[src/design/kmp_pkg.sv]
package kmp_pkg;

   localparam int SYMBOL_W = 8;
   localparam int START_W  = 20;

   // input action codes
   localparam logic ACT_PATTERN = 1'b0;
   localparam logic ACT_TEXT    = 1'b1;

   typedef enum logic [2:0] {
      ST_IDLE,
      ST_BUILD_INIT,
      ST_BUILD,
      ST_MATCH,
      ST_HIT,
      ST_EMIT
   } state_type;

   typedef struct packed {
      logic [START_W-1:0] match_start;
      logic               is_match;
      logic               any_found;
      logic               last_result;
   } result_type;

endpackage

[src/design/kmp_ram.sv]
module kmp_ram #(
   parameter int WIDTH = 8,
   parameter int DEPTH = 64,
   localparam int ADDR_W = (DEPTH > 1) ? $clog2(DEPTH) : 1
) (
   input  logic              clock,
   input  logic              wr_en,
   input  logic [ADDR_W-1:0] wr_addr,
   input  logic [WIDTH-1:0]  wr_data,
   input  logic [ADDR_W-1:0] rd_addr,
   output logic [WIDTH-1:0]  rd_data
);

   logic [WIDTH-1:0] mem [DEPTH];
   logic [WIDTH-1:0] rd_data_ff;

   always_ff @(posedge clock) begin
      if (wr_en) begin
         mem[wr_addr] <= wr_data;
      end
   end

   // registered read, old data on a same-address write
   always_ff @(posedge clock) begin
      rd_data_ff <= mem[rd_addr];
   end

   assign rd_data = rd_data_ff;

endmodule

[src/design/kmp_ctrl.sv]
module kmp_ctrl #(
   parameter int PATTERN_MAX   = 64,
   parameter int POSITION_BITS = 20,
   localparam int IDX_W = (PATTERN_MAX > 1) ? $clog2(PATTERN_MAX) : 1,
   localparam int LEN_W = $clog2(PATTERN_MAX + 1)
) (
   input  logic                          clock,
   input  logic                          reset,
   input  logic                          req_valid,
   output logic                          req_ready,
   input  logic                          req_action,
   input  logic [kmp_pkg::SYMBOL_W-1:0]  req_symbol,
   input  logic                          req_final_symbol,
   output logic                          pat_we,
   output logic [IDX_W-1:0]              pat_waddr,
   output logic [kmp_pkg::SYMBOL_W-1:0]  pat_wdata,
   output logic [IDX_W-1:0]              pat_raddr_a,
   input  logic [kmp_pkg::SYMBOL_W-1:0]  pat_rdata_a,
   output logic [IDX_W-1:0]              pat_raddr_b,
   input  logic [kmp_pkg::SYMBOL_W-1:0]  pat_rdata_b,
   output logic                          fail_we,
   output logic [IDX_W-1:0]              fail_waddr,
   output logic [IDX_W-1:0]              fail_wdata,
   output logic [IDX_W-1:0]              fail_raddr,
   input  logic [IDX_W-1:0]              fail_rdata,
   output logic                          emit_valid,
   input  logic                          emit_ready,
   output kmp_pkg::result_type           emit_data
);

   localparam int WIDE_W = (POSITION_BITS > kmp_pkg::START_W) ?
                           POSITION_BITS : kmp_pkg::START_W;

   kmp_pkg::state_type state_ff, state_in;

   logic [LEN_W-1:0]             len_ff, len_in;
   logic                         ready_ff, ready_in;
   logic [LEN_W-1:0]             m_ff, m_in;
   logic [POSITION_BITS-1:0]     pos_ff, pos_in;
   logic                         found_ff, found_in;
   logic [LEN_W-1:0]             i_ff, i_in;
   logic [LEN_W-1:0]             k_ff, k_in;
   logic [kmp_pkg::SYMBOL_W-1:0] sym_ff, sym_in;
   logic                         fin_ff, fin_in;
   logic [POSITION_BITS-1:0]     idx_ff, idx_in;
   logic                         hit_ff, hit_in;

   logic                         accept;
   logic [LEN_W-1:0]             base_len;
   logic [LEN_W-1:0]             m_next;
   logic [LEN_W-1:0]             m_dec;
   logic [LEN_W-1:0]             k_dec;
   logic [LEN_W-1:0]             len_dec;
   logic [kmp_pkg::SYMBOL_W-1:0] operand_b;
   logic                         eq;
   logic [WIDE_W-1:0]            start_wide;

   // shared byte comparator: pattern vs pattern while building, pattern vs text after
   assign operand_b = (state_ff == kmp_pkg::ST_BUILD) ? pat_rdata_b : sym_ff;
   assign eq        = (pat_rdata_a == operand_b);

   assign accept    = req_valid && req_ready;
   assign start_wide = WIDE_W'(idx_ff) + WIDE_W'(1) - WIDE_W'(len_ff);

   always_ff @(posedge clock) begin
      if (reset) begin
         state_ff <= kmp_pkg::ST_IDLE;
         len_ff   <= '0;
         ready_ff <= 1'b0;
         m_ff     <= '0;
         pos_ff   <= '0;
         found_ff <= 1'b0;
      end else begin
         state_ff <= state_in;
         len_ff   <= len_in;
         ready_ff <= ready_in;
         m_ff     <= m_in;
         pos_ff   <= pos_in;
         found_ff <= found_in;
      end
   end

   always_ff @(posedge clock) begin
      i_ff   <= i_in;
      k_ff   <= k_in;
      sym_ff <= sym_in;
      fin_ff <= fin_in;
      idx_ff <= idx_in;
      hit_ff <= hit_in;
   end

   always_comb begin
      state_in   = state_ff;
      len_in     = len_ff;
      ready_in   = ready_ff;
      m_in       = m_ff;
      pos_in     = pos_ff;
      found_in   = found_ff;
      i_in       = i_ff;
      k_in       = k_ff;
      sym_in     = sym_ff;
      fin_in     = fin_ff;
      idx_in     = idx_ff;
      hit_in     = hit_ff;
      base_len   = len_ff;
      m_next     = m_ff;
      req_ready  = 1'b0;
      pat_we     = 1'b0;
      pat_waddr  = '0;
      pat_wdata  = req_symbol;
      fail_we    = 1'b0;
      fail_waddr = i_ff[IDX_W-1:0];
      fail_wdata = '0;
      emit_valid = 1'b0;
      emit_data  = '0;

      unique case (state_ff)
         kmp_pkg::ST_IDLE: begin
            req_ready = 1'b1;
            if (accept) begin
               if (req_action == kmp_pkg::ACT_PATTERN) begin
                  // a byte after a complete pattern starts a new one
                  base_len = ready_ff ? '0 : len_ff;
                  if (ready_ff) begin
                     ready_in = 1'b0;
                     m_in     = '0;
                     pos_in   = '0;
                     found_in = 1'b0;
                  end
                  len_in = base_len;
                  if (base_len < LEN_W'(PATTERN_MAX)) begin
                     pat_we    = 1'b1;
                     pat_waddr = base_len[IDX_W-1:0];
                     len_in    = base_len + LEN_W'(1);
                  end
                  if (req_final_symbol) begin
                     ready_in = 1'b1;
                     m_in     = '0;
                     pos_in   = '0;
                     found_in = 1'b0;
                     state_in = kmp_pkg::ST_BUILD_INIT;
                  end
               end else begin
                  idx_in = pos_ff;
                  if (pos_ff != {POSITION_BITS{1'b1}}) begin
                     pos_in = pos_ff + POSITION_BITS'(1);
                  end
                  sym_in = req_symbol;
                  fin_in = req_final_symbol;
                  hit_in = 1'b0;
                  if (ready_ff && (len_ff != '0)) begin
                     state_in = kmp_pkg::ST_MATCH;
                  end else if (req_final_symbol) begin
                     state_in = kmp_pkg::ST_EMIT;
                  end
               end
            end
         end

         kmp_pkg::ST_BUILD_INIT: begin
            fail_we    = 1'b1;
            fail_waddr = '0;
            fail_wdata = '0;
            i_in       = LEN_W'(1);
            k_in       = '0;
            state_in   = (len_ff > LEN_W'(1)) ? kmp_pkg::ST_BUILD : kmp_pkg::ST_IDLE;
         end

         kmp_pkg::ST_BUILD: begin
            if (eq) begin
               k_in       = k_ff + LEN_W'(1);
               fail_we    = 1'b1;
               fail_wdata = k_in[IDX_W-1:0];
               i_in       = i_ff + LEN_W'(1);
            end else if (k_ff == '0) begin
               fail_we    = 1'b1;
               fail_wdata = '0;
               i_in       = i_ff + LEN_W'(1);
            end else begin
               k_in = LEN_W'(fail_rdata);
            end
            if (i_in >= len_ff) begin
               state_in = kmp_pkg::ST_IDLE;
            end
         end

         kmp_pkg::ST_MATCH: begin
            if ((m_ff != '0) && !eq) begin
               // fall back one table step and compare again
               m_in = LEN_W'(fail_rdata);
            end else begin
               m_next = eq ? (m_ff + LEN_W'(1)) : m_ff;
               m_in   = m_next;
               if (m_next == len_ff) begin
                  hit_in   = 1'b1;
                  found_in = 1'b1;
                  state_in = kmp_pkg::ST_HIT;
               end else begin
                  state_in = fin_ff ? kmp_pkg::ST_EMIT : kmp_pkg::ST_IDLE;
               end
            end
         end

         kmp_pkg::ST_HIT: begin
            // table entry of the last pattern byte keeps overlapping matches
            m_in     = LEN_W'(fail_rdata);
            state_in = kmp_pkg::ST_EMIT;
         end

         kmp_pkg::ST_EMIT: begin
            emit_valid            = 1'b1;
            emit_data.match_start = hit_ff ? start_wide[kmp_pkg::START_W-1:0] : '0;
            emit_data.is_match    = hit_ff;
            emit_data.any_found   = hit_ff || found_ff;
            emit_data.last_result = fin_ff;
            if (emit_ready) begin
               state_in = kmp_pkg::ST_IDLE;
               if (fin_ff) begin
                  m_in     = '0;
                  pos_in   = '0;
                  found_in = 1'b0;
               end
            end
         end

         default: begin
            state_in = kmp_pkg::ST_IDLE;
         end
      endcase
   end

   // read addresses follow next-cycle values so data is ready on entry
   assign m_dec   = m_in - LEN_W'(1);
   assign k_dec   = k_in - LEN_W'(1);
   assign len_dec = len_ff - LEN_W'(1);

   always_comb begin
      pat_raddr_a = m_in[IDX_W-1:0];
      fail_raddr  = m_dec[IDX_W-1:0];
      if (state_in == kmp_pkg::ST_BUILD) begin
         pat_raddr_a = i_in[IDX_W-1:0];
         fail_raddr  = k_dec[IDX_W-1:0];
      end else if (state_in == kmp_pkg::ST_HIT) begin
         fail_raddr  = len_dec[IDX_W-1:0];
      end
   end

   assign pat_raddr_b = k_in[IDX_W-1:0];

endmodule

[src/design/kmp_pattern_matcher_unit.sv]
// kmp string search: pattern bytes are stored as accepted; the final pattern byte
// starts the prefix table build, ready low meanwhile
// a text byte holds ready low in the match state (skipped with no complete pattern),
// repeated per fallback step, then the hit state for a reported match and the emit state
// for a match or end marker, plus any wait for the output slot; results are registered
// synchronous reset clears pattern length and text state; memories are not cleared
module kmp_pattern_matcher_unit #(
   parameter int PATTERN_MAX   = 64,
   parameter int POSITION_BITS = 20
) (
   input  logic                          clock,
   input  logic                          reset,
   input  logic                          req_valid,
   output logic                          req_ready,
   input  logic                          req_action,
   input  logic [kmp_pkg::SYMBOL_W-1:0]  req_symbol,
   input  logic                          req_final_symbol,
   output logic                          rsp_valid,
   input  logic                          rsp_ready,
   output logic [kmp_pkg::START_W-1:0]   rsp_match_start,
   output logic                          rsp_is_match,
   output logic                          rsp_any_found,
   output logic                          rsp_last_result
);

   localparam int IDX_W = (PATTERN_MAX > 1) ? $clog2(PATTERN_MAX) : 1;

   // pattern memory write side, shared by both read copies
   logic                         pat_we;
   logic [IDX_W-1:0]             pat_waddr;
   logic [kmp_pkg::SYMBOL_W-1:0] pat_wdata;
   logic [IDX_W-1:0]             pat_raddr_a;
   logic [kmp_pkg::SYMBOL_W-1:0] pat_rdata_a;
   logic [IDX_W-1:0]             pat_raddr_b;
   logic [kmp_pkg::SYMBOL_W-1:0] pat_rdata_b;

   // prefix table
   logic                         fail_we;
   logic [IDX_W-1:0]             fail_waddr;
   logic [IDX_W-1:0]             fail_wdata;
   logic [IDX_W-1:0]             fail_raddr;
   logic [IDX_W-1:0]             fail_rdata;

   // result handoff from the sequencer
   logic                         emit_valid;
   logic                         emit_ready;
   kmp_pkg::result_type          emit_data;

   // output register, parts the sequencer from the result channel
   logic                         rsp_valid_ff, rsp_valid_in;
   kmp_pkg::result_type          rsp_data_ff, rsp_data_in;

   kmp_ctrl #(
      .PATTERN_MAX   (PATTERN_MAX),
      .POSITION_BITS (POSITION_BITS)
   ) u_ctrl (
      .clock            (clock),
      .reset            (reset),
      .req_valid        (req_valid),
      .req_ready        (req_ready),
      .req_action       (req_action),
      .req_symbol       (req_symbol),
      .req_final_symbol (req_final_symbol),
      .pat_we           (pat_we),
      .pat_waddr        (pat_waddr),
      .pat_wdata        (pat_wdata),
      .pat_raddr_a      (pat_raddr_a),
      .pat_rdata_a      (pat_rdata_a),
      .pat_raddr_b      (pat_raddr_b),
      .pat_rdata_b      (pat_rdata_b),
      .fail_we          (fail_we),
      .fail_waddr       (fail_waddr),
      .fail_wdata       (fail_wdata),
      .fail_raddr       (fail_raddr),
      .fail_rdata       (fail_rdata),
      .emit_valid       (emit_valid),
      .emit_ready       (emit_ready),
      .emit_data        (emit_data)
   );

   // two copies of the pattern store give the table build two read ports
   kmp_ram #(
      .WIDTH (kmp_pkg::SYMBOL_W),
      .DEPTH (PATTERN_MAX)
   ) u_pattern_a (
      .clock   (clock),
      .wr_en   (pat_we),
      .wr_addr (pat_waddr),
      .wr_data (pat_wdata),
      .rd_addr (pat_raddr_a),
      .rd_data (pat_rdata_a)
   );

   kmp_ram #(
      .WIDTH (kmp_pkg::SYMBOL_W),
      .DEPTH (PATTERN_MAX)
   ) u_pattern_b (
      .clock   (clock),
      .wr_en   (pat_we),
      .wr_addr (pat_waddr),
      .wr_data (pat_wdata),
      .rd_addr (pat_raddr_b),
      .rd_data (pat_rdata_b)
   );

   kmp_ram #(
      .WIDTH (IDX_W),
      .DEPTH (PATTERN_MAX)
   ) u_fail (
      .clock   (clock),
      .wr_en   (fail_we),
      .wr_addr (fail_waddr),
      .wr_data (fail_wdata),
      .rd_addr (fail_raddr),
      .rd_data (fail_rdata)
   );

   // slot is free when empty or when the waiting beat leaves this cycle
   assign emit_ready = !rsp_valid_ff || rsp_ready;

   always_comb begin
      rsp_valid_in = rsp_valid_ff;
      rsp_data_in  = rsp_data_ff;
      if (emit_valid && emit_ready) begin
         rsp_valid_in = 1'b1;
         rsp_data_in  = emit_data;
      end else if (rsp_ready) begin
         rsp_valid_in = 1'b0;
      end
   end

   always_ff @(posedge clock) begin
      if (reset) begin
         rsp_valid_ff <= 1'b0;
      end else begin
         rsp_valid_ff <= rsp_valid_in;
      end
   end

   // payload holds no reset
   always_ff @(posedge clock) begin
      rsp_data_ff <= rsp_data_in;
   end

   assign rsp_valid       = rsp_valid_ff;
   assign rsp_match_start = rsp_data_ff.match_start;
   assign rsp_is_match    = rsp_data_ff.is_match;
   assign rsp_any_found   = rsp_data_ff.any_found;
   assign rsp_last_result = rsp_data_ff.last_result;

endmodule

[config.mk]
export PLATFORM = sky130hd
export DESIGN_NAME = kmp_pattern_matcher_unit
export DESIGN_NICKNAME = d
export VERILOG_FILES = /design/src/design/kmp_pkg.sv /design/src/design/kmp_ram.sv /design/src/design/kmp_ctrl.sv /design/src/design/kmp_pattern_matcher_unit.sv
export SDC_FILE = /design/constraint.sdc
export NUM_CORES = 2
export LEC_CHECK = 0
export ABC_AREA = 0
export BUFFER_PORTS_ARGS = -buffer_cell sky130_fd_sc_hd__buf_2
export CAP_MARGIN = 20
export CORE_MARGIN = 10
export CORE_UTILIZATION = 25
export DETAILED_ROUTE_END_ITERATION = 16
export HOLD_SLACK_MARGIN = 0.1
export PLACE_DENSITY = 0.42
export SLEW_MARGIN = 20
export SYNTH_ARGS = -nofsm -noshare
export SYNTH_HDL_FRONTEND = slang
export SYNTH_SLANG_ARGS = --single-unit
export TNS_END_PERCENT = 10
[constraint.sdc]
create_clock -name clock -period 14.29 [get_ports clock]
set_input_delay 1.429 -clock clock [delete_from_list [all_inputs] [get_ports clock]]
set_output_delay 1.429 -clock clock [all_outputs]
set_load 0.02 [all_outputs]
==> flow_summary.toml <==
[status]
status = "finished, final reports clean"

[sta]
slew_headroom_pct = 24.7
hold_slack_ns = 0.450
slew_viol_final = 0
rsz0062_at_grt = "no"
timing.fmax_ghz = 0.107
worstMarginPinSlew_ns = 1.10
setup_viol = 0
period_share_pct = 65.2
fin_skew_ns = 0.0536
hold_viol = 0
tns_ns = 0
period_minus_slack_ns = 9.31

[floorplan]
die_w_um = 458
start_util_pct = 25.2
num_rows = 160
dieHeight_um = 458
die_area_mm2 = 0.210
coreArea_mm2 = 0.191
pin_count = 39

[clocking]
cts_sinks = 1025
numCtsBuffers = 119
postCtsSetupBuffers = 0
h-tree-depth = 3
cts-root-buf = "clkbuf_16"
clock_latency_ns = 0.80
cts_resized = 0
postCtsHoldBufs = 0
clockBufferDepth = 3
clk_pin_slew_ns = 0.06
cts_tree = "yes"

[yosys]
synth-main-ff-cell = "edfxtp_1"
synthArstFlopShare_pct = 0
synth.top_cell.area_share_pct = 59.5
yosys_register_bits = 1025
synth_cell_type_count = 88
synth_edf_count = 951
synth_seq_area_share_pct = 62.6
yosys-top-cells-area = "edfxtp_1, nand2_1, mux4_2"
syn_area_per_cell_um2 = 11.8
synthCells = 4059
synth_fp_nets = 4115
synthesis.area_mm2 = 0.0480
ys_warn_count = 0
synth_top_area_cell = "edfxtp_1"

[setup_path]
rr_endpoint = "u_fail.rd_data[2]"
rr_startpoint = "u_ctrl.state_ff[1]"
arrival_ns = 10.03
crit_chain = "nor3b_4 > mux2i_1 > nor4_4 > o211a_1 > o2111ai_1 > xnor2_1 > ha_1 > a21o_1 > a2111oi_0 > o21ai_1 > o311a_1 > nand3_1 > and2_4 > inv_2 > ha_4 > nor3b_1 > a211oi_4 > buf_4 > nor2b_1 > buf_4 > a22oi_1 > a221oi_1 > a21oi_1 > mux2i_1"
reg2regPathDepth = 24
cpMaxStageDelayCell = "nor3b_4"
path_delay_family = "simple AND/OR/NAND/NOR gates"
rrSetupSlack_ns = 4.98
cp_max_fo = 50
cp-end-kind = "flip-flop"
path_buf_inv = 3
cp-start-kind = "flip-flop"
crit_required_ns = 15.01
critPathMaxStageDelay_ns = 0.91
crit_type = "flip-flop to flip-flop"

[route]
wl_met2_mm = 74.1
drt_iter0_drc = 3649
drt_wl_total_mm = 165
top_layer = "met5"
drtPass1Iterations = 6
wl_met3_mm = 11.0
via_count = 33900
ant_nets = 0
via_per_inst = 5.10
routedWlPerCell_um = 24.9
drc = 0
drt-met1-wl_mm = 75.5

[power_and_ir_drop]
finalPower_w = 0.00739
irDropWorstVdd_mv = 0.108
power_density_mw_per_mm2 = 134
leakage_nw = 18.7

[cells_and_area]
area_delta_synth_final_pct = 14.9
nFillCells = 19600
drive_above_1_share_pct = 11.8
layout.nets = 4087

[global_route]
antenna_found_initial = 7
grt_pass1_wl_mm = 239
grt.total_usage_pct = 15.2
grt_max_degree = 141
grt_pass1_vias = 32700
overflow = 0

[place]
place_hpwl_mm = 103
routabilityCongestion = 0.857
port_buffers = 38

[hold_path]
hold_end = "u_ctrl.idx_ff[13]"
hp-start = "u_ctrl.pos_ff[13]"
holdPathStages = 0
hold_class = "flip-flop to flip-flop"

[job]
maxCapViolCount = 0
## layer usage
metal | up-vias | GRT usage (%)
li1 | 15200 | -
met1 | 17200 | 21.7
met2 | 1258 | 23.5
met3 | 230 | 2.54
met4 | 4 | 4.47
met5 | - | 0
## worst reg2reg max path: cells and delay by family (launching register included)
family	cells	cell delay [ns]
AND/OR/NAND/NOR	6	3.38
AO/OA/AOI/OAI	10	2.59
buffers and inverters	3	1.55
adder cells (fa/ha/maj)	2	0.59
flip-flops	1	0.56
multiplexers	2	0.42
XOR/XNOR	1	0.18
## logic make-up after synthesis
family,after synthesis,synth area share [%]
buffers and inverters,337,2.97
AOI/OAI and AO/OA,722,10.5
xor gates and xnor gates,54,1.00
muxes,186,6.00
and+or+nand+nor,1693,15.8
DFF,1025,62.6
adders and majority gates,42,1.11
## area by class of cell
class | count | area [um2] | share of cell area (%)
antenna | 5 | 12.5 | 0.0227
clock buffer | 159 | 3230 | 5.86
clock inverter | 66 | 846 | 1.53
inverter | 55 | 214 | 0.388
multi-input combinational | 2697 | 16700 | 30.3
sequential | 1025 | 30000 | 54.5
tap | 2511 | 3140 | 5.70
timing repair buffer | 133 | 945 | 1.71
## layout by cell type, fill, tap and decap left out, drive strengths merged, types with 13 or more instances in the layout
| cell | n |
|---|---|
| edfxtp | 951 |
| nand2 | 914 |
| nor2 | 240 |
| and3 | 213 |
| clkbuf | 159 |
| a21oi | 156 |
| nand3 | 153 |
| buf | 133 |
| o21ai | 99 |
| a211oi | 92 |
| a31oi | 80 |
| mux4 | 77 |
| dfxtp | 74 |
| mux2i | 67 |
| a311oi | 65 |
| inv | 56 |
| nor3 | 49 |
| clkinv | 45 |
| mux2 | 42 |
| a22oi | 41 |
| ha | 41 |
| a221oi | 30 |
| xnor2 | 29 |
| xor2 | 25 |
| o22ai | 21 |
| or4 | 21 |
| a2111oi | 20 |
| nand4 | 18 |
| a311o | 17 |
| a32o | 17 |
| nor2b | 16 |
| nand2b | 16 |
| bufinv | 13 |
## through the flow
stage	util, %	std cells	instance area (um2)	worst slack (ns)
2_1_floorplan	-	4059	48000	8.16
3_3_place_gp	26.8	6419	51000	5.13
3_5_place_dp	26.8	6421	51000	4.97
4_1_cts	28.9	6646	55100	5.01
5_1_grt	28.9	6649	55100	4.21
6_report	28.9	6651	55100	4.98
## sequential cells by signal, indices dropped and copies added (netlist names), 20 cells and up
name	count
u_pattern_b.mem	344
u_ctrl.idx_ff	20
u_fail.mem	384
u_pattern_a.mem	168
u_ctrl.pos_ff	20
rsp_match_start	20
## how the worst max path moves through the flow
stage	startpoint	end	slack, ns	cells after the start
after CTS	u_ctrl.state_ff[1]	u_fail.rd_data[5]	5.01	24
final	u_ctrl.state_ff[1]	u_fail.rd_data[2]	4.98	24
after global placement	u_ctrl.state_ff[1]	u_fail.rd_data[1]	5.13	25
after floorplan	u_ctrl.state_ff[0]	u_fail.rd_data[0]	8.16	29
after global routing	u_ctrl.state_ff[1]	u_fail.rd_data[2]	4.21	24
after detailed placement	u_ctrl.state_ff[1]	u_fail.rd_data[5]	4.97	24
## power by group
group          internal, W  switching, W
Sequential         0.00329     0.0000427
Combinational     0.000293      0.000606
Clock              0.00183       0.00132
## Yosys cell counts (13+ instances only)
| library cell | count |
|---|---|
| nand2b_1 | 16 |
| nand2_1 | 914 |
| nor2b_1 | 16 |
| nor3_1 | 47 |
| a311o_1 | 17 |
| a32o_1 | 17 |
| a31oi_1 | 79 |
| buf_1 | 19 |
| ha_1 | 41 |
| a311oi_1 | 65 |
| a22oi_1 | 41 |
| a221oi_1 | 28 |
| a21oi_1 | 155 |
| o22ai_1 | 21 |
| a211oi_1 | 90 |
| and3_1 | 213 |
| buf_4 | 13 |
| nand4_1 | 18 |
| clkbuf_1 | 165 |
| or4_1 | 21 |
| inv_1 | 50 |
| edfxtp_1 | 951 |
| o21ai_0 | 92 |
| nor2_1 | 239 |
| mux4_2 | 77 |
| mux2i_1 | 67 |
| a2111oi_0 | 20 |
| xnor2_1 | 28 |
| xor2_1 | 25 |
| buf_2 | 83 |
| nand3_1 | 153 |
| mux2_2 | 42 |
| dfxtp_1 | 74 |
Note: power is estimated with default switching activity, not from simulation.
